File: src/rtl/core/i2cram_pkg.sv
package i2cram_pkg;

    // Request codes carried in the cmd field; code three means tick only.
    typedef enum logic [1:0] {
        CMD_TICK  = 2'd0,
        CMD_WRITE = 2'd1,
        CMD_READ  = 2'd2
    } cmd_t;

    // Configuration register indexes.
    localparam logic [1:0] CFG_HALF_PERIOD = 2'd0;
    localparam logic [1:0] CFG_ACK_TIMEOUT = 2'd1;

    localparam logic [15:0] HALF_PERIOD_RESET = 16'd200;
    localparam logic [15:0] ACK_TIMEOUT_RESET = 16'd5000;

    // Longest burst read; longer requests saturate here.
    localparam logic [7:0] MAX_BURST = 8'd255;

    typedef struct packed {
        logic [1:0] cmd;
        logic [6:0] dev_addr;
        logic [7:0] reg_addr;
        logic [7:0] write_data;
        logic [7:0] read_len;
        logic       sda_sample;
    } item_t;

    typedef struct packed {
        logic       scl_level;
        logic       sda_pull_low;
        logic       busy_res;
        logic [7:0] read_byte;
        logic       read_valid;
        logic       read_last;
        logic       done_res;
        logic       status;
    } result_t;

    typedef struct packed {
        logic [15:0] half_period;
        logic [15:0] ack_timeout;
    } timing_t;

endpackage

File: src/rtl/core/i2c_register_access_master.sv
// Channel   Direction  Handshake            Word
// -------   ---------  -------------------  ------------------------------------------
// in        input      in_valid / in_stall  cmd, dev_addr, reg_addr, write_data,
//                                           read_len, sda_sample (one timing tick)
// out       output     out_valid/out_stall  scl_level, sda_pull_low, busy_res, read_byte,
//                                           read_valid, read_last, done_res, status
// cfg       input      cfg_valid/cfg_ready  cfg_index, cfg_data
//
// One word is taken every cycle while out is not stalled; each tick word yields exactly
// one result word, passing through the input register and then the result register,
// set by the single pass of bus-sequencer logic between them.
// Reset (rst_n low, asynchronous) returns the bus sequencer to idle with lines released
// and loads the default timing registers; no clearing pass is needed.
// A stall on out holds the result register and backs up into in_stall.
// cfg_ready is always high; write timing registers only while the bus is idle.
module i2c_register_access_master (
    input  logic        clk,
    input  logic        rst_n,

    input  logic        in_valid,
    output logic        in_stall,
    input  logic [1:0]  cmd,
    input  logic [6:0]  dev_addr,
    input  logic [7:0]  reg_addr,
    input  logic [7:0]  write_data,
    input  logic [7:0]  read_len,
    input  logic        sda_sample,

    output logic        out_valid,
    input  logic        out_stall,
    output logic        scl_level,
    output logic        sda_pull_low,
    output logic        busy_res,
    output logic [7:0]  read_byte,
    output logic        read_valid,
    output logic        read_last,
    output logic        done_res,
    output logic        status,

    input  logic        cfg_valid,
    output logic        cfg_ready,
    input  logic [1:0]  cfg_index,
    input  logic [15:0] cfg_data
);
    import i2cram_pkg::*;

    // Input register: holds one tick word ahead of the sequencer.
    logic    in_full_reg, in_full_next;
    item_t   item_reg;

    // Result register: holds the word the downstream side has not yet taken.
    logic    out_valid_reg, out_valid_next;
    result_t result_reg;
    result_t engine_result;

    // Timing registers.
    logic [15:0] half_period_reg;
    logic [15:0] ack_timeout_reg;
    timing_t     timing;

    logic in_accept;
    logic advance;

    // Process the held tick when the result register is free or draining this cycle.
    assign advance   = in_full_reg && (!out_valid_reg || !out_stall);
    assign in_stall  = in_full_reg && !advance;
    assign in_accept = in_valid && !in_stall;
    assign cfg_ready = 1'b1;

    assign timing.half_period = half_period_reg;
    assign timing.ack_timeout = ack_timeout_reg;

    always_comb
    begin
        in_full_next = in_full_reg;
        if (in_accept)
        begin
            in_full_next = 1'b1;
        end
        else if (advance)
        begin
            in_full_next = 1'b0;
        end

        out_valid_next = out_valid_reg;
        if (advance)
        begin
            out_valid_next = 1'b1;
        end
        else if (!out_stall)
        begin
            out_valid_next = 1'b0;
        end
    end

    i2cram_engine u_engine (
        .clk    (clk),
        .rst_n  (rst_n),
        .fire   (advance),
        .item   (item_reg),
        .timing (timing),
        .result (engine_result)
    );

    always_ff @(posedge clk or negedge rst_n)
    begin
        if (!rst_n)
        begin
            in_full_reg   <= 1'b0;
            out_valid_reg <= 1'b0;
        end
        else
        begin
            in_full_reg   <= in_full_next;
            out_valid_reg <= out_valid_next;
        end
    end

    // Payload registers: load on handshake, no reset needed.
    always_ff @(posedge clk)
    begin
        if (in_accept)
        begin
            item_reg.cmd        <= cmd;
            item_reg.dev_addr   <= dev_addr;
            item_reg.reg_addr   <= reg_addr;
            item_reg.write_data <= write_data;
            item_reg.read_len   <= read_len;
            item_reg.sda_sample <= sda_sample;
        end
        if (advance)
        begin
            result_reg <= engine_result;
        end
    end

    // Timing registers; writes to unknown indexes drop.
    always_ff @(posedge clk or negedge rst_n)
    begin
        if (!rst_n)
        begin
            half_period_reg <= HALF_PERIOD_RESET;
            ack_timeout_reg <= ACK_TIMEOUT_RESET;
        end
        else if (cfg_valid && cfg_ready)
        begin
            case (cfg_index)
                CFG_HALF_PERIOD: half_period_reg <= cfg_data;
                CFG_ACK_TIMEOUT: ack_timeout_reg <= cfg_data;
                default:         ;
            endcase
        end
    end

    assign out_valid    = out_valid_reg;
    assign scl_level    = result_reg.scl_level;
    assign sda_pull_low = result_reg.sda_pull_low;
    assign busy_res     = result_reg.busy_res;
    assign read_byte    = result_reg.read_byte;
    assign read_valid   = result_reg.read_valid;
    assign read_last    = result_reg.read_last;
    assign done_res     = result_reg.done_res;
    assign status       = result_reg.status;

endmodule

File: src/rtl/core/i2cram_engine.sv
module i2cram_engine (
    input  logic               clk,
    input  logic               rst_n,
    input  logic               fire,
    input  i2cram_pkg::item_t   item,
    input  i2cram_pkg::timing_t timing,
    output i2cram_pkg::result_t result
);
    import i2cram_pkg::*;

    typedef enum logic [4:0] {
        PH_IDLE,
        PH_START_A,
        PH_START_B,
        PH_RS_A,
        PH_RS_B,
        PH_BIT_SET,
        PH_BIT_HI,
        PH_BIT_LO,
        PH_WAIT_ACK,
        PH_ACK_HI,
        PH_ACK_LO,
        PH_READ_LO,
        PH_READ_HI,
        PH_AOUT_SET,
        PH_AOUT_HI,
        PH_AOUT_LO,
        PH_STOP_A,
        PH_STOP_B,
        PH_STOP_C
    } phase_t;

    // Which header byte goes out next.
    typedef enum logic [1:0] {
        STG_ADDR,
        STG_REG,
        STG_DATA
    } stage_t;

    phase_t      phase_reg, phase_next, cur_phase;
    stage_t      stage_reg, stage_next;
    logic [3:0]  bit_count_reg, bit_count_next;
    logic [7:0]  shift_byte_reg, shift_byte_next;
    logic [15:0] hold_count_reg, hold_count_next;
    logic [15:0] wait_count_reg, wait_count_next;
    logic [7:0]  bytes_left_reg, bytes_left_next;
    logic [6:0]  dev_addr_reg, dev_addr_next;
    logic [7:0]  reg_addr_reg, reg_addr_next;
    logic [7:0]  write_data_reg, write_data_next;
    logic        is_read_reg, is_read_next;
    logic        failed_reg, failed_next;

    logic        start_req;
    logic [15:0] hp, to;
    logic [7:0]  len;
    logic [16:0] hold_inc, wait_inc;
    logic [3:0]  bit_inc;
    result_t     res;

    function automatic logic [7:0] load_value(input stage_t st, input logic rd,
                                              input logic [6:0] dev, input logic [7:0] rg,
                                              input logic [7:0] wd);
        logic [7:0] v;
        case (st)
            STG_ADDR: v = {dev, 1'b0};
            STG_REG:  v = rg;
            default:  v = rd ? {dev, 1'b1} : wd;
        endcase
        return v;
    endfunction

    always_comb
    begin
        phase_next      = phase_reg;
        stage_next      = stage_reg;
        bit_count_next  = bit_count_reg;
        shift_byte_next = shift_byte_reg;
        hold_count_next = hold_count_reg;
        wait_count_next = wait_count_reg;
        bytes_left_next = bytes_left_reg;
        dev_addr_next   = dev_addr_reg;
        reg_addr_next   = reg_addr_reg;
        write_data_next = write_data_reg;
        is_read_next    = is_read_reg;
        failed_next     = failed_reg;
        res             = '0;
        res.scl_level   = 1'b1;
        hold_inc        = '0;
        wait_inc        = '0;
        bit_inc         = '0;

        hp = (timing.half_period == 16'd0) ? 16'd1 : timing.half_period;
        to = (timing.ack_timeout == 16'd0) ? 16'd1 : timing.ack_timeout;

        len = (item.read_len == 8'd0) ? 8'd1 : item.read_len;
        if (len > MAX_BURST)
        begin
            len = MAX_BURST;
        end

        // Latch a new request only from idle.
        start_req = (phase_reg == PH_IDLE) &&
                    ((item.cmd == CMD_WRITE) || (item.cmd == CMD_READ));
        if (start_req)
        begin
            is_read_next    = (item.cmd == CMD_READ);
            dev_addr_next   = item.dev_addr;
            reg_addr_next   = item.reg_addr;
            write_data_next = is_read_next ? 8'd0 : item.write_data;
            bytes_left_next = is_read_next ? len : 8'd0;
            stage_next      = STG_ADDR;
            failed_next     = 1'b0;
            phase_next      = PH_START_A;
            hold_count_next = '0;
        end

        cur_phase = phase_next;

        if (cur_phase != PH_IDLE)
        begin
            // Line levels for the phase held during this tick.
            case (cur_phase)
                PH_START_A:
                begin
                    res.scl_level = 1'b1; res.sda_pull_low = 1'b1;
                end
                PH_START_B, PH_STOP_A:
                begin
                    res.scl_level = 1'b0; res.sda_pull_low = 1'b1;
                end
                PH_RS_A, PH_WAIT_ACK, PH_ACK_LO, PH_READ_LO:
                begin
                    res.scl_level = 1'b0; res.sda_pull_low = 1'b0;
                end
                PH_RS_B, PH_ACK_HI, PH_READ_HI:
                begin
                    res.scl_level = 1'b1; res.sda_pull_low = 1'b0;
                end
                PH_BIT_SET, PH_BIT_LO:
                begin
                    res.scl_level = 1'b0; res.sda_pull_low = ~shift_byte_next[7];
                end
                PH_BIT_HI:
                begin
                    res.scl_level = 1'b1; res.sda_pull_low = ~shift_byte_next[7];
                end
                PH_AOUT_SET, PH_AOUT_LO:
                begin
                    res.scl_level = 1'b0; res.sda_pull_low = (bytes_left_next != 8'd0);
                end
                PH_AOUT_HI:
                begin
                    res.scl_level = 1'b1; res.sda_pull_low = (bytes_left_next != 8'd0);
                end
                PH_STOP_B:
                begin
                    res.scl_level = 1'b1; res.sda_pull_low = 1'b1;
                end
                default:
                begin
                    res.scl_level = 1'b1; res.sda_pull_low = 1'b0;
                end
            endcase

            if (cur_phase == PH_WAIT_ACK)
            begin
                if (!item.sda_sample)
                begin
                    phase_next      = PH_ACK_HI;
                    hold_count_next = '0;
                end
                else
                begin
                    wait_inc        = {1'b0, wait_count_reg} + 17'd1;
                    wait_count_next = wait_inc[15:0];
                    if (wait_inc >= {1'b0, to})
                    begin
                        failed_next     = 1'b1;
                        phase_next      = PH_STOP_A;
                        hold_count_next = '0;
                    end
                end
            end
            else
            begin
                hold_inc        = {1'b0, hold_count_next} + 17'd1;
                hold_count_next = hold_inc[15:0];
                if (hold_inc >= {1'b0, hp})
                begin
                    hold_count_next = '0;
                    case (cur_phase)
                        PH_START_A:  phase_next = PH_START_B;
                        PH_START_B:
                        begin
                            shift_byte_next = load_value(stage_next, is_read_next,
                                                         dev_addr_next, reg_addr_next,
                                                         write_data_next);
                            bit_count_next  = '0;
                            phase_next      = PH_BIT_SET;
                        end
                        PH_RS_A:     phase_next = PH_RS_B;
                        PH_RS_B:     phase_next = PH_START_A;
                        PH_BIT_SET:  phase_next = PH_BIT_HI;
                        PH_BIT_HI:   phase_next = PH_BIT_LO;
                        PH_BIT_LO:
                        begin
                            shift_byte_next = {shift_byte_next[6:0], 1'b0};
                            bit_inc         = bit_count_next + 4'd1;
                            bit_count_next  = bit_inc;
                            if (bit_inc >= 4'd8)
                            begin
                                wait_count_next = '0;
                                phase_next      = PH_WAIT_ACK;
                            end
                            else
                            begin
                                phase_next = PH_BIT_SET;
                            end
                        end
                        PH_ACK_HI:   phase_next = PH_ACK_LO;
                        PH_ACK_LO:
                        begin
                            case (stage_next)
                                STG_ADDR:
                                begin
                                    stage_next      = STG_REG;
                                    shift_byte_next = load_value(STG_REG, is_read_next,
                                                                 dev_addr_next, reg_addr_next,
                                                                 write_data_next);
                                    bit_count_next  = '0;
                                    phase_next      = PH_BIT_SET;
                                end
                                STG_REG:
                                begin
                                    stage_next = STG_DATA;
                                    if (is_read_next)
                                    begin
                                        phase_next = PH_RS_A;
                                    end
                                    else
                                    begin
                                        shift_byte_next = load_value(STG_DATA, is_read_next,
                                                                     dev_addr_next,
                                                                     reg_addr_next,
                                                                     write_data_next);
                                        bit_count_next  = '0;
                                        phase_next      = PH_BIT_SET;
                                    end
                                end
                                default:
                                begin
                                    if (is_read_next)
                                    begin
                                        bit_count_next  = '0;
                                        shift_byte_next = '0;
                                        phase_next      = PH_READ_LO;
                                    end
                                    else
                                    begin
                                        phase_next = PH_STOP_A;
                                    end
                                end
                            endcase
                        end
                        PH_READ_LO:  phase_next = PH_READ_HI;
                        PH_READ_HI:
                        begin
                            shift_byte_next = {shift_byte_next[6:0], item.sda_sample};
                            bit_inc         = bit_count_next + 4'd1;
                            bit_count_next  = bit_inc;
                            if (bit_inc >= 4'd8)
                            begin
                                if (bytes_left_next != 8'd0)
                                begin
                                    bytes_left_next = bytes_left_next - 8'd1;
                                end
                                res.read_byte  = shift_byte_next;
                                res.read_valid = 1'b1;
                                res.read_last  = (bytes_left_next == 8'd0);
                                phase_next     = PH_AOUT_SET;
                            end
                            else
                            begin
                                phase_next = PH_READ_LO;
                            end
                        end
                        PH_AOUT_SET: phase_next = PH_AOUT_HI;
                        PH_AOUT_HI:  phase_next = PH_AOUT_LO;
                        PH_AOUT_LO:
                        begin
                            if (bytes_left_next == 8'd0)
                            begin
                                phase_next = PH_STOP_A;
                            end
                            else
                            begin
                                bit_count_next  = '0;
                                shift_byte_next = '0;
                                phase_next      = PH_READ_LO;
                            end
                        end
                        PH_STOP_A:   phase_next = PH_STOP_B;
                        PH_STOP_B:   phase_next = PH_STOP_C;
                        PH_STOP_C:
                        begin
                            res.done_res = 1'b1;
                            res.status   = failed_next;
                            phase_next   = PH_IDLE;
                        end
                        default:     phase_next = PH_IDLE;
                    endcase
                end
            end
        end

        res.busy_res = (phase_next != PH_IDLE);
    end

    assign result = res;

    // Advance the bus state once per processed tick.
    always_ff @(posedge clk or negedge rst_n)
    begin
        if (!rst_n)
        begin
            phase_reg      <= PH_IDLE;
            stage_reg      <= STG_ADDR;
            bit_count_reg  <= '0;
            shift_byte_reg <= '0;
            hold_count_reg <= '0;
            wait_count_reg <= '0;
            bytes_left_reg <= '0;
            dev_addr_reg   <= '0;
            reg_addr_reg   <= '0;
            write_data_reg <= '0;
            is_read_reg    <= 1'b0;
            failed_reg     <= 1'b0;
        end
        else if (fire)
        begin
            phase_reg      <= phase_next;
            stage_reg      <= stage_next;
            bit_count_reg  <= bit_count_next;
            shift_byte_reg <= shift_byte_next;
            hold_count_reg <= hold_count_next;
            wait_count_reg <= wait_count_next;
            bytes_left_reg <= bytes_left_next;
            dev_addr_reg   <= dev_addr_next;
            reg_addr_reg   <= reg_addr_next;
            write_data_reg <= write_data_next;
            is_read_reg    <= is_read_next;
            failed_reg     <= failed_next;
        end
    end

endmodule
File: config.mk
export PLATFORM = sky130hd
export DESIGN_NAME = i2c_register_access_master
export DESIGN_NICKNAME = d
export VERILOG_FILES = /design/src/rtl/core/i2cram_pkg.sv /design/src/rtl/core/i2c_register_access_master.sv /design/src/rtl/core/i2cram_engine.sv
export SDC_FILE = /design/constraint.sdc
export NUM_CORES = 1
export LEC_CHECK = 0
export BUFFER_PORTS_ARGS = -buffer_cell sky130_fd_sc_hd__clkbuf_2
export CAP_MARGIN = 10
export CORE_MARGIN = 3
export CORE_UTILIZATION = 51
export DETAILED_ROUTE_END_ITERATION = 16
export PLACE_DENSITY = 0.72
export SYNTH_ARGS = -nofsm -noshare
export SYNTH_HDL_FRONTEND = slang
export SYNTH_SLANG_ARGS = --single-unit
File: constraint.sdc
create_clock -name clk -period 7.95 [get_ports clk]
set_input_delay 1.9875 -clock clk [delete_from_list [all_inputs] [get_ports clk]]
set_output_delay 1.9875 -clock clk [all_outputs]
set_load 0.01 [all_outputs]
# After elaboration in Yosys (flattened, before gate mapping)
# Cells that the tools add are included.
[classes]
muxes = 76
n_lt_le_gt_ge = 4
n_eq_ne = 27
bitwise = 7
add_sub_neg = 4
n_reduce_logical = 42
[ops]
columns = ["op", "n"]
rows = [
  ["$mux 16", 13],
  ["$mux 8", 22],
  ["$pmux 5 s16", 1],
  ["$eq 5x4->1 const B", 8],
  ["$mux 5", 8],
  ["$pmux 8 s5", 1],
  ["$add 16x1->17 const B", 2],
  ["$ge 17x16->1", 2],
  ["$logic_not 16->1", 2],
  ["$pmux 8 s2", 2],
  ["$logic_not 8->1", 3],
  ["$eq 5x3->1 const B", 4],
  ["$mux 4", 4],
  ["$pmux 4 s4", 1],
  ["$reduce_and 8->1", 2],
  ["$eq 5x5->1 const B", 3],
  ["$reduce_bool 5->1", 3],
  ["$mux 2", 7],
  ["$pmux 2 s7", 1],
  ["$reduce_or 4->1", 3],
  ["$eq 5x2->1 const B", 2],
  ["$mux 1", 10],
  ["$pmux 5 s2", 1],
  ["$reduce_or 2->1", 5],
  ["other kinds (28)", 50],
]
[word_totals]
ff_bits = 167
output_inout_bits = 18
word_cells = 190
input_bits = 57

# Logic depth before layout (Yosys ltp)
# Gate-level depths: netlist (run 1).
[logic_depth]
ltp_word = 18
mapped_depth = 24
depth_no_buf = 21

# Modules after synthesis
# Synthesis (run 1) repeated with hierarchy kept, for this count alone.
[hier_totals]
cells_unflattened = 977
hier_area_um2 = 9761.9
[by_module_without_submodules]
columns = ["mod", "seq_area_each_um2", "cells_each", "instances", "area_per_inst_um2"]
rows = [
  ["i2cram_engine", 2102.0, 850, 1, 6970.4],
  ["i2c_register_access_master", 2332.2, 127, 1, 2791.4],
]

# Least setup slack after synthesis (run 1)
# OpenSTA, ideal clock, no wires.
[synth_timing]
path_kind = "register to register"
from = "reg item_reg[33] (netlist name)"
to = "reg result_reg, in the netlist busy_res, data pin"
arrival_time_ns = 4.842
stages_incl_launch_ff = 22
required_ns = 7.689
path_buffers = 3
setup_slack_ns = 2.847
period_less_slack_ns = 5.103
setup_time_ns = 0.261
path_cell_list = "edfxtp_1 ha_1 nor3_2 nand2_1 buf_2 buf_1 clkbuf_1 and2_1 ha_1 nand3_1 nor2_2 nand4_2 or3_1 a21oi_1 ha_1 a21oi_1 nor3_1 a2111oi_0 o21ai_1 nor2_1 nand3b_1 a221o_1"
[synth_lines]
columns = ["element", "line", "text"]
rows = [
  ["start: declaration", "i2c_register_access_master.sv:49", "item_t item_reg;"],
  ["end signal: assignment", "i2c_register_access_master.sv:133", "result_reg <= engine_result;"],
  ["end: declaration", "i2c_register_access_master.sv:53", "result_t result_reg;"],
]

==> results.cfg, run 1 <==
[worst_setup_path]
reg2reg_setup_slack_ps = 2260
reg2regPathDepth = 18
slowest_stage = dfrtp_1
critical_path_required_ps = 8140
cp-endpoint = busy_res
rr_endpoint = busy_res
cp_max_fo = 28
crit_path_start_kind = register
cp.arrival_ps = 5880
crit_chain = nor3_2 > nand2_2 > and2_1 > ha_1 > nand3_1 > nor2_2 > nand4_2 > or3_1 > a21oi_1 > ha_1 > a21oi_1 > nor3_1 > a2111oi_0 > o21ai_1 > nor2_1 > buf_4 > nand3b_1 > a221o_1
startpoint = u_engine.phase_reg[2]
critPathKind = reg -> reg
critPathMaxStageDelay_ps = 860
end_kind = register
worstReg2RegStart = u_engine.phase_reg[2]

[floorplanning]
rows = 49
die_height_um = 143
die_w_um = 143
initial_core_util = 0.525
num_io_pins = 75
coreArea_sq_mm = 0.0182
die-area_sq_mm = 0.0204

[synth]
yosysUniqueCellTypes = 81
synth_area_leaders = dfrtp_1 29%, edfxtp_1 15%, nand2_1 5.5%
netlist.area_leader.share = 0.288
synth-edff-count = 49
synth_fp_nets = 1067
synth-seq-area-share = 0.464
yosysMostFrequentCell = nand2_1
postSynthAreaPerCell_sq_um = 9.85
synth_area_leader_cell = dfrtp_1
synth_ff_type = dfrtp_1
ys_ff_latch = 167
syn_inst = 970
ys_top_cells_by_count = 140 x nand2_1, 110 x dfrtp_1, 61 x o21ai_0
async_flop_share = 0.707
yosys_warnings = 0
synth_area_sq_mm = 0.00956

[drt]
drt-initial-drc-count = 719
dr.pass1.iters = 5
viasPerCell = 5.95
wl_per_cell_um = 17.7
drtAntennaViolNets = 0
num_vias = 7480
drt_wl_total_um = 22300
drc = 0

[clock_network]
insertion_delay_ps = 440
cts_resized = 0
cts_made_buffers = 17
root_buffer = clkbuf_16
clock_sinks = 167
clkSlewWorstSetupHoldPaths_ps = 70
post-cts-setup-buffers = 0
cts.path.max_buffers = 2
ctsHoldBuffers = 0
htreeDepth = 4
cts_tree = yes

[placement]
gp_congestion = 0.885
io_buffers = 73
dpl_cell_area_sq_mm = 0.0100
dp_hpwl_um = 15600
dp_cells = 1225

[cells_and_area]
largest_reg_flops = 34
fin_cells = 1257
synthToLayoutAreaGrowth_pct = 11.2
fin_nets = 1112
seqCellArea_sq_mm = 0.00443
design_area_sq_mm = 0.0106
multiInputGateArea_sq_mm = 0.00471
drive_above_1_share = 0.187
n_fill_cell = 1539
diodes = 0

[global_routing]
grt_max_degree = 73
overflow = 0
track_usage = 0.229
antenna_found_initial = 0
grt_pass1_wl_um = 37200
grt_pass1_vias = 7192

[sta]
drv_slew = 0
period_needed_ps = 5690
setup_tns_ps = 0
rsz0062_at_grt = false
setup_viol = 0
max_freq_mhz = 176
slew_headroom = 0.367
clock_skew_ps = 14.2
hold_viol_final = 0
finalCritPeriodShare = 0.716
worstMarginPinSlew_ps = 944

[min_path]
hold_class = reg -> reg

[power]
irDropWorstVdd_mv = 0.174
power_mw = 3.08
p_leak_nw = 4.66
p_per_area_mw_per_mm2 = 290

[job]
maxCapViolations = 0

[run_status]
outcome = complete, no violations
worst max-delay path, delay by kind of cell (launching register included):
kind / cells / cell delay, ps
and+or+nand+nor: 10 / 2120
AOI/OAI and AO/OA: 5 / 1650
adders and majority gates: 2 / 550
buffers and inverters: 1 / 270
DFF: 1 / 860
power breakdown:
part           total [mW]  internal, mW  switching [mW]  leakage (nW)
registers            1.26          1.07           0.183          1.93
logic                1.00         0.434           0.569          2.44
clock network       0.824         0.424           0.400         0.292
total                3.08          1.93            1.15          4.66
area by class of cell:
class,instances,share of cell area
multi-input combinational,704,0.443
sequential,167,0.417
timing repair buffer,83,0.0417
clock buffer,17,0.0400
tap,229,0.0270
clock inverter,15,0.0161
inverter,42,0.0148
how the worst min path moves through the flow:
| stage | cells past startpoint | start | slack [ps] | end |
|---|---|---|---|---|
| global route | 2 | u_engine.failed_reg | 510 | u_engine.failed_reg |
| global placement | 2 | u_engine.failed_reg | 460 | u_engine.failed_reg |
| detailed placement | 2 | u_engine.failed_reg | 470 | u_engine.failed_reg |
| floorplan | 2 | u_engine.failed_reg | 440 | u_engine.failed_reg |
| finish | 2 | u_engine.failed_reg | 500 | u_engine.failed_reg |
| CTS | 2 | u_engine.failed_reg | 490 | u_engine.failed_reg |
metal layers:
layer | part of all wire | global-route usage | up-vias
met3 | 0.051 | 0.0399 | 21
met5 | 0 | 0 | -
met1 | 0.48 | 0.349 | 3633
li1 | - | - | 3616
met4 | 0.010 | 0.0555 | 0
met2 | 0.45 | 0.339 | 210
through the flow:
step                      setup slack (ps)  hold slack [ps]  utilization
after floorplan                       2850              438            -
after detailed placement              2390              465        0.551
after global placement                2500              461        0.551
after global routing                  1830              511        0.584
after CTS                             2350              485        0.584
final                                 2260              498        0.584
kinds of logic after synthesis:
kind of cell               Yosys count  share of synthesized area
buffers and inverters               99                     0.0441
other                                1                   0.000392
DFF                                167                      0.464
AOI/OAI and AO/OA                  234                      0.169
muxes                               55                     0.0672
xor gates and xnor gates            32                     0.0293
and+or+nand+nor                    342                      0.174
adders and majority gates           40                     0.0524
placed cells by master (no fill, tap or decap), types with 5 or more instances in the layout:
cell type  instances
a21o_1             6
a21oi_1           39
a221o_1            9
a221oi_1           8
a22o_1            16
a22oi_1            8
a31oi_1           11
and2_1            14
and3_1            15
buf_4             11
clkbuf_16         17
clkbuf_2          72
dfrtp_1          110
dfstp_2            8
edfxtp_1          49
ha_1              40
inv_1             41
mux2_2            40
mux2_4             8
mux2i_1            6
nand2_1          139
nand2b_1          11
nand3_1           28
nand3b_1           5
nand4_1           11
nor2_1            48
nor2b_1           11
nor3_1            18
nor4_1            12
o211ai_1           6
o21ai_0           61
o21ai_1            8
o221ai_1           7
o31a_1             5
or3_1              8
xnor2_1           19
xor2_1            13
No activity file was read; power rests on OpenSTA's default activity.
==> run 2: changes to the inputs <==
clock period = 5.6 ns   (was 7.95 ns; I/O delays follow)
==> run 2 against run 1 <==
Effect of this change:
- fmax grew 14%
- sequential power grew 37%
- setup slack lost 1600 ps
- count of clock-buffer cells in the layout is the same
- critical endpoint is now read_byte[5]
- largest power group unchanged
==> results.cfg, run 2 (same netlist as run 1, synthesis figures left out) <==
[placement]
dp_hpwl_um = 15900
io_buffers = 73
dpl_cell_area_sq_mm = 0.0101
dp_cells = 1233
place_ws_ps = 325
gp_congestion = 0.872

[global_routing]
grt-busiest-layer = met1
grt_max_degree = 47
grt_pass1_vias = 7299
use_met1 = 0.340
overflow = 0
antenna_found_initial = 0
gr-usage-met2 = 0.335
met3_usage = 0.0482
grt_pass1_wl_um = 37100
track_usage = 0.228

[clock_network]
ctsHoldBuffers = 0
insertion_delay_ps = 440
cts_tree = yes
cts_made_buffers = 17
root_buffer = clkbuf_16
clkSlewWorstSetupHoldPaths_ps = 70
clock_sinks = 167
htreeDepth = 4
cts.path.max_buffers = 2

[power]
p_leak_nw = 4.72
p_per_area_mw_per_mm2 = 416
power_mw = 4.46
irDropWorstVdd_mv = 0.249

[worst_setup_path]
crit_path_start_kind = register
critPathKind = reg -> reg
cp_common_cell = ha_1
crit_buf_inv = 1
slowest_stage = a2111oi_2
critPathMaxStageDelay_ps = 490
cp.arrival_ps = 5180
crit_chain = ha_1 > nor3_2 > nand2_2 > and2_1 > ha_1 > nand3_1 > nor2_2 > nand4_2 > or3_1 > a21oi_1 > ha_1 > a21oi_1 > nor3_1 > a2111oi_2 > o21ai_2 > o21ai_2 > inv_1 > and2_1
cp_top_family = simple AND/OR/NAND/NOR gates
critical_path_required_ps = 5790
cp_max_fo = 14
end_kind = register

[drt]
viasPerCell = 5.94
drt_wl_total_um = 22400
drtAntennaViolNets = 0
dr.pass1.iters = 5
drt-initial-drc-count = 661
wl_per_cell_um = 17.7
drc = 0
num_vias = 7518

[sta]
period_needed_ps = 4990
slew_headroom = 0.297
finalCritPeriodShare = 0.891
rsz0062_at_grt = false
drv_slew = 0
worstMarginPinSlew_ps = 1050
setup_viol = 0
setup_tns_ps = 0
setup_ws_ps = 611
whs_ps = 474
clock_skew_ps = 11.4
hold_viol_final = 0
max_freq_mhz = 200

[cells_and_area]
fin_cells = 1265
largest_reg_flops = 34
fin_nets = 1120
mostFrequentLayoutCell = nand2_1
design_area_sq_mm = 0.0107
synthToLayoutAreaGrowth_pct = 12.3
finish.utilization = 0.589
mostFrequentLayoutCells = 139 x nand2_1, 110 x dfrtp_1, 72 x clkbuf_2
diodes = 0
drive_above_1_share = 0.196

[floorplanning]
num_io_pins = 75
rows = 49
die_w_um = 143
coreArea_sq_mm = 0.0182
die-area_sq_mm = 0.0204
die_height_um = 143
initial_core_util = 0.525

[run_status]
outcome = complete, no violations

[min_path]
hold_class = reg -> reg

[job]
maxCapViolations = 0
run 2: per-layer routing:
layer / wire [um] / share of wire / vias up
li1: - / - / 3639
met1: 10800 / 0.48 / 3610
met2: 10000 / 0.45 / 238
met3: 1330 / 0.059 / 31
met4: 339 / 0.015 / 0
met5: 0 / 0 / -
run 2: where the power goes:
group | total (mW) | switching (mW) | internal (mW)
clock network | 1.22 | 0.569 | 0.650
logic | 1.52 | 0.885 | 0.631
registers | 1.72 | 0.198 | 1.53
run 2: cell type report:
class	instances	area, sq um
sequential	167	4430
clock inverter	15	203
fill	1538	7480
tap	229	287
clock buffer	17	425
inverter	42	158
multi-input combinational	704	4720
timing repair buffer	91	503
run 2: tightest hold or removal path: stages, from the launching register on:
cell,delay (ps)
dfrtp_1,340
nand2_1,50
nand2_1,50
run 2: what timing repair did:
| item | CTS | global route |
|---|---|---|
| buffers inserted | 0 | 0 |
| endpoints found under the setup margin | 0 | 31 |
| gates resized for setup | 0 | 4 |
run 2: path summary, 6_finish.rpt:
check | start | to | slack (ps) | cells past startpoint
worst max register to register | item_reg[33] | read_byte[5] | 610 | 18
max in group asynchronous | rst_n | u_engine.hold_count_reg[0] | 3640 | 2
min in group asynchronous | rst_n | u_engine.write_data_reg[6] | 970 | 1
worst max-delay path | item_reg[33] | read_byte[5] | 610 | 18
worst min-delay path | u_engine.failed_reg | u_engine.failed_reg | 470 | 2
worst min register to register | u_engine.failed_reg | u_engine.failed_reg | 470 | 2
==> run 3: changes to the inputs <==
ABC_AREA = 1   (was default)
==> run 3 against run 2 <==
Effect of this change:
- via count is 14% higher
- core utilization is 1.1 points lower
- critical path depth increased by 7
- critical endpoint is now read_last
- highest routed layer unchanged
==> results.cfg, run 3 <==
[run_status]
outcome = complete, no violations

[sta]
drv_slew = 0
hold_viol_final = 0
rsz0062_at_grt = false
setup_viol = 0
worstMarginPinSlew_ps = 965
setup_tns_ps = 0
period_needed_ps = 4530
slew_headroom = 0.355
finalCritPeriodShare = 0.809
clock_skew_ps = 11.2
max_freq_mhz = 221

[drt]
wl_per_cell_um = 14.1
drc = 0
viasPerCell = 5.16
drt_wl_total_um = 23300
dr.pass1.iters = 5
drtAntennaViolNets = 0
drt-initial-drc-count = 698
num_vias = 8548

[power]
p_comb_frac = 0.414
p_per_area_mw_per_mm2 = 441
p_sw_frac = 0.413
irDropWorstVdd_mv = 0.258
p_leak_nw = 5.72
p_int_mw = 2.93
power_mw = 4.99
seqPwrFrac = 0.339
p_clk_frac = 0.247
p_sw_mw = 2.06

[cells_and_area]
design_area_sq_mm = 0.0113
fin_nets = 1475
finish.utilization = 0.578
mostFrequentLayoutCell = nand2_1
drive_above_1_share = 0.136
diodes = 0
largest_reg_flops = 34
synthToLayoutAreaGrowth_pct = 11.0
fin_cells = 1656
mostFrequentLayoutCells = 395 x nand2_1, 210 x inv_1, 110 x dfrtp_1

[clock_network]
cts.path.max_buffers = 2
post-cts-setup-buffers = 0
insertion_delay_ps = 430
clock_sinks = 167
clkSlewWorstSetupHoldPaths_ps = 70
cts_tree = yes
cts_made_buffers = 17
cts_resized = 0
root_buffer = clkbuf_16
ctsHoldBuffers = 0
htreeDepth = 4

[synth]
ys_top_cells_by_count = 395 x nand2_1, 210 x inv_1, 110 x dfrtp_1
yosysMostFrequentCell = nand2_1
synth-edff-count = 49
yosysUniqueCellTypes = 49
synth-seq-area-share = 0.435
syn_inst = 1322
yosys_warnings = 0
synth_area_leaders = dfrtp_1 27%, nand2_1 15%, edfxtp_1 14%
ys_ff_latch = 167
synth_area_leader_cell = dfrtp_1
async_flop_share = 0.707
netlist.area_leader.share = 0.270
synth_fp_nets = 1419
postSynthAreaPerCell_sq_um = 7.72
synth_ff_type = dfrtp_1
synth_area_sq_mm = 0.0102

[floorplanning]
die-area_sq_mm = 0.0217
coreArea_sq_mm = 0.0196
rows = 51
die_height_um = 147
num_io_pins = 75
die_w_um = 147
initial_core_util = 0.521

[global_routing]
overflow = 0
grt_pass1_vias = 8186
grt_pass1_wl_um = 39400
antenna_found_initial = 0
track_usage = 0.222
grt_max_degree = 61

[placement]
gp_congestion = 0.932
dp_hpwl_um = 17000
dp_cells = 1623
dpl_cell_area_sq_mm = 0.0107
io_buffers = 73

[worst_setup_path]
critPathMaxStageDelay_ps = 370
cp_max_fo = 36
slowest_stage = nand3_4
critical_path_required_ps = 5870
crit_path_start_kind = register
critPathKind = reg -> reg
cp_common_cell = nand2_1
cp.arrival_ps = 4810
end_kind = register

[job]
maxCapViolations = 0

[min_path]
hold_class = reg -> reg
run 3: cell count changes after synthesis, sizes merged, moves of 14 or more:
cell   before  now
inv        41  216
and2       15    0
nand3      29   59
and3       15    1
nor2       50  102
o21ai      71  121
nand4      12   40
nand2     141  412
a22o       16    0
a21oi      39   19
xnor2      19    2
mux2       49    0
run 3: worst paths after layout:
| path | start | to | slack, ps | cells after the start |
|---|---|---|---|---|
| min | u_engine.shift_byte_reg[1] | u_engine.shift_byte_reg[1] | 480 | 2 |
| min reg2reg | u_engine.shift_byte_reg[1] | u_engine.shift_byte_reg[1] | 480 | 2 |
| max in group asynchronous | rst_n | u_engine.hold_count_reg[0] | 3650 | 2 |
| min in group asynchronous | rst_n | u_engine.dev_addr_reg[6] | 980 | 1 |
| max reg2reg | item_reg[33] | read_last | 1070 | 25 |
| max | item_reg[33] | read_last | 1070 | 25 |
run 3: power by group through the flow:
stage                     registers (mW)  logic (mW)  clock network (mW)
after CTS                           1.69        2.06                1.26
after floorplan                     1.68        1.65                   0
after global placement              1.70        2.01                   0
after detailed placement            1.71        2.04                   0
final                               1.69        2.07                1.23
after global routing                1.72        2.38                1.31
run 3: metal layers:
layer  global-route usage  wire length (um)
met5                    0                 0
met2                0.347             10800
met4               0.0629               373
met3               0.0448              1210
met1                0.318             11000
run 3: area by class of cell:
type	instances	area (sq um)
tap	265	332
multi-input combinational	892	4690
clock inverter	15	191
clock buffer	17	425
fill	1801	8260
timing repair buffer	81	435
sequential	167	4430
inverter	219	823
run 3: per-stage QoR:
stage / hold slack [ps] / setup slack [ps]
floorplan: 434 / 1430
global placement: 463 / 1300
detailed placement: 465 / 1090
CTS: 483 / 1040
global route: 500 / 647
finish: 479 / 1070
run 3: worst max-delay path, delay by kind of cell (launching register included):
kind          cells  cell delay [ps]
flops             1              360
fa+ha+maj         3              830
buf+inv           3              440
simple gates     18             2570
xor+xnor          1              170
run 3: logic make-up (layout without fill, tap and decap cells):
family,Yosys count,after routing,synth area share
xor gates and xnor gates,27,27,0.0232
other,1,1,0.000368
DFF,167,167,0.435
adders and majority gates,40,40,0.0490
buffers and inverters,263,332,0.107
AOI/OAI and AO/OA,179,179,0.101
and+or+nand+nor,645,645,0.285
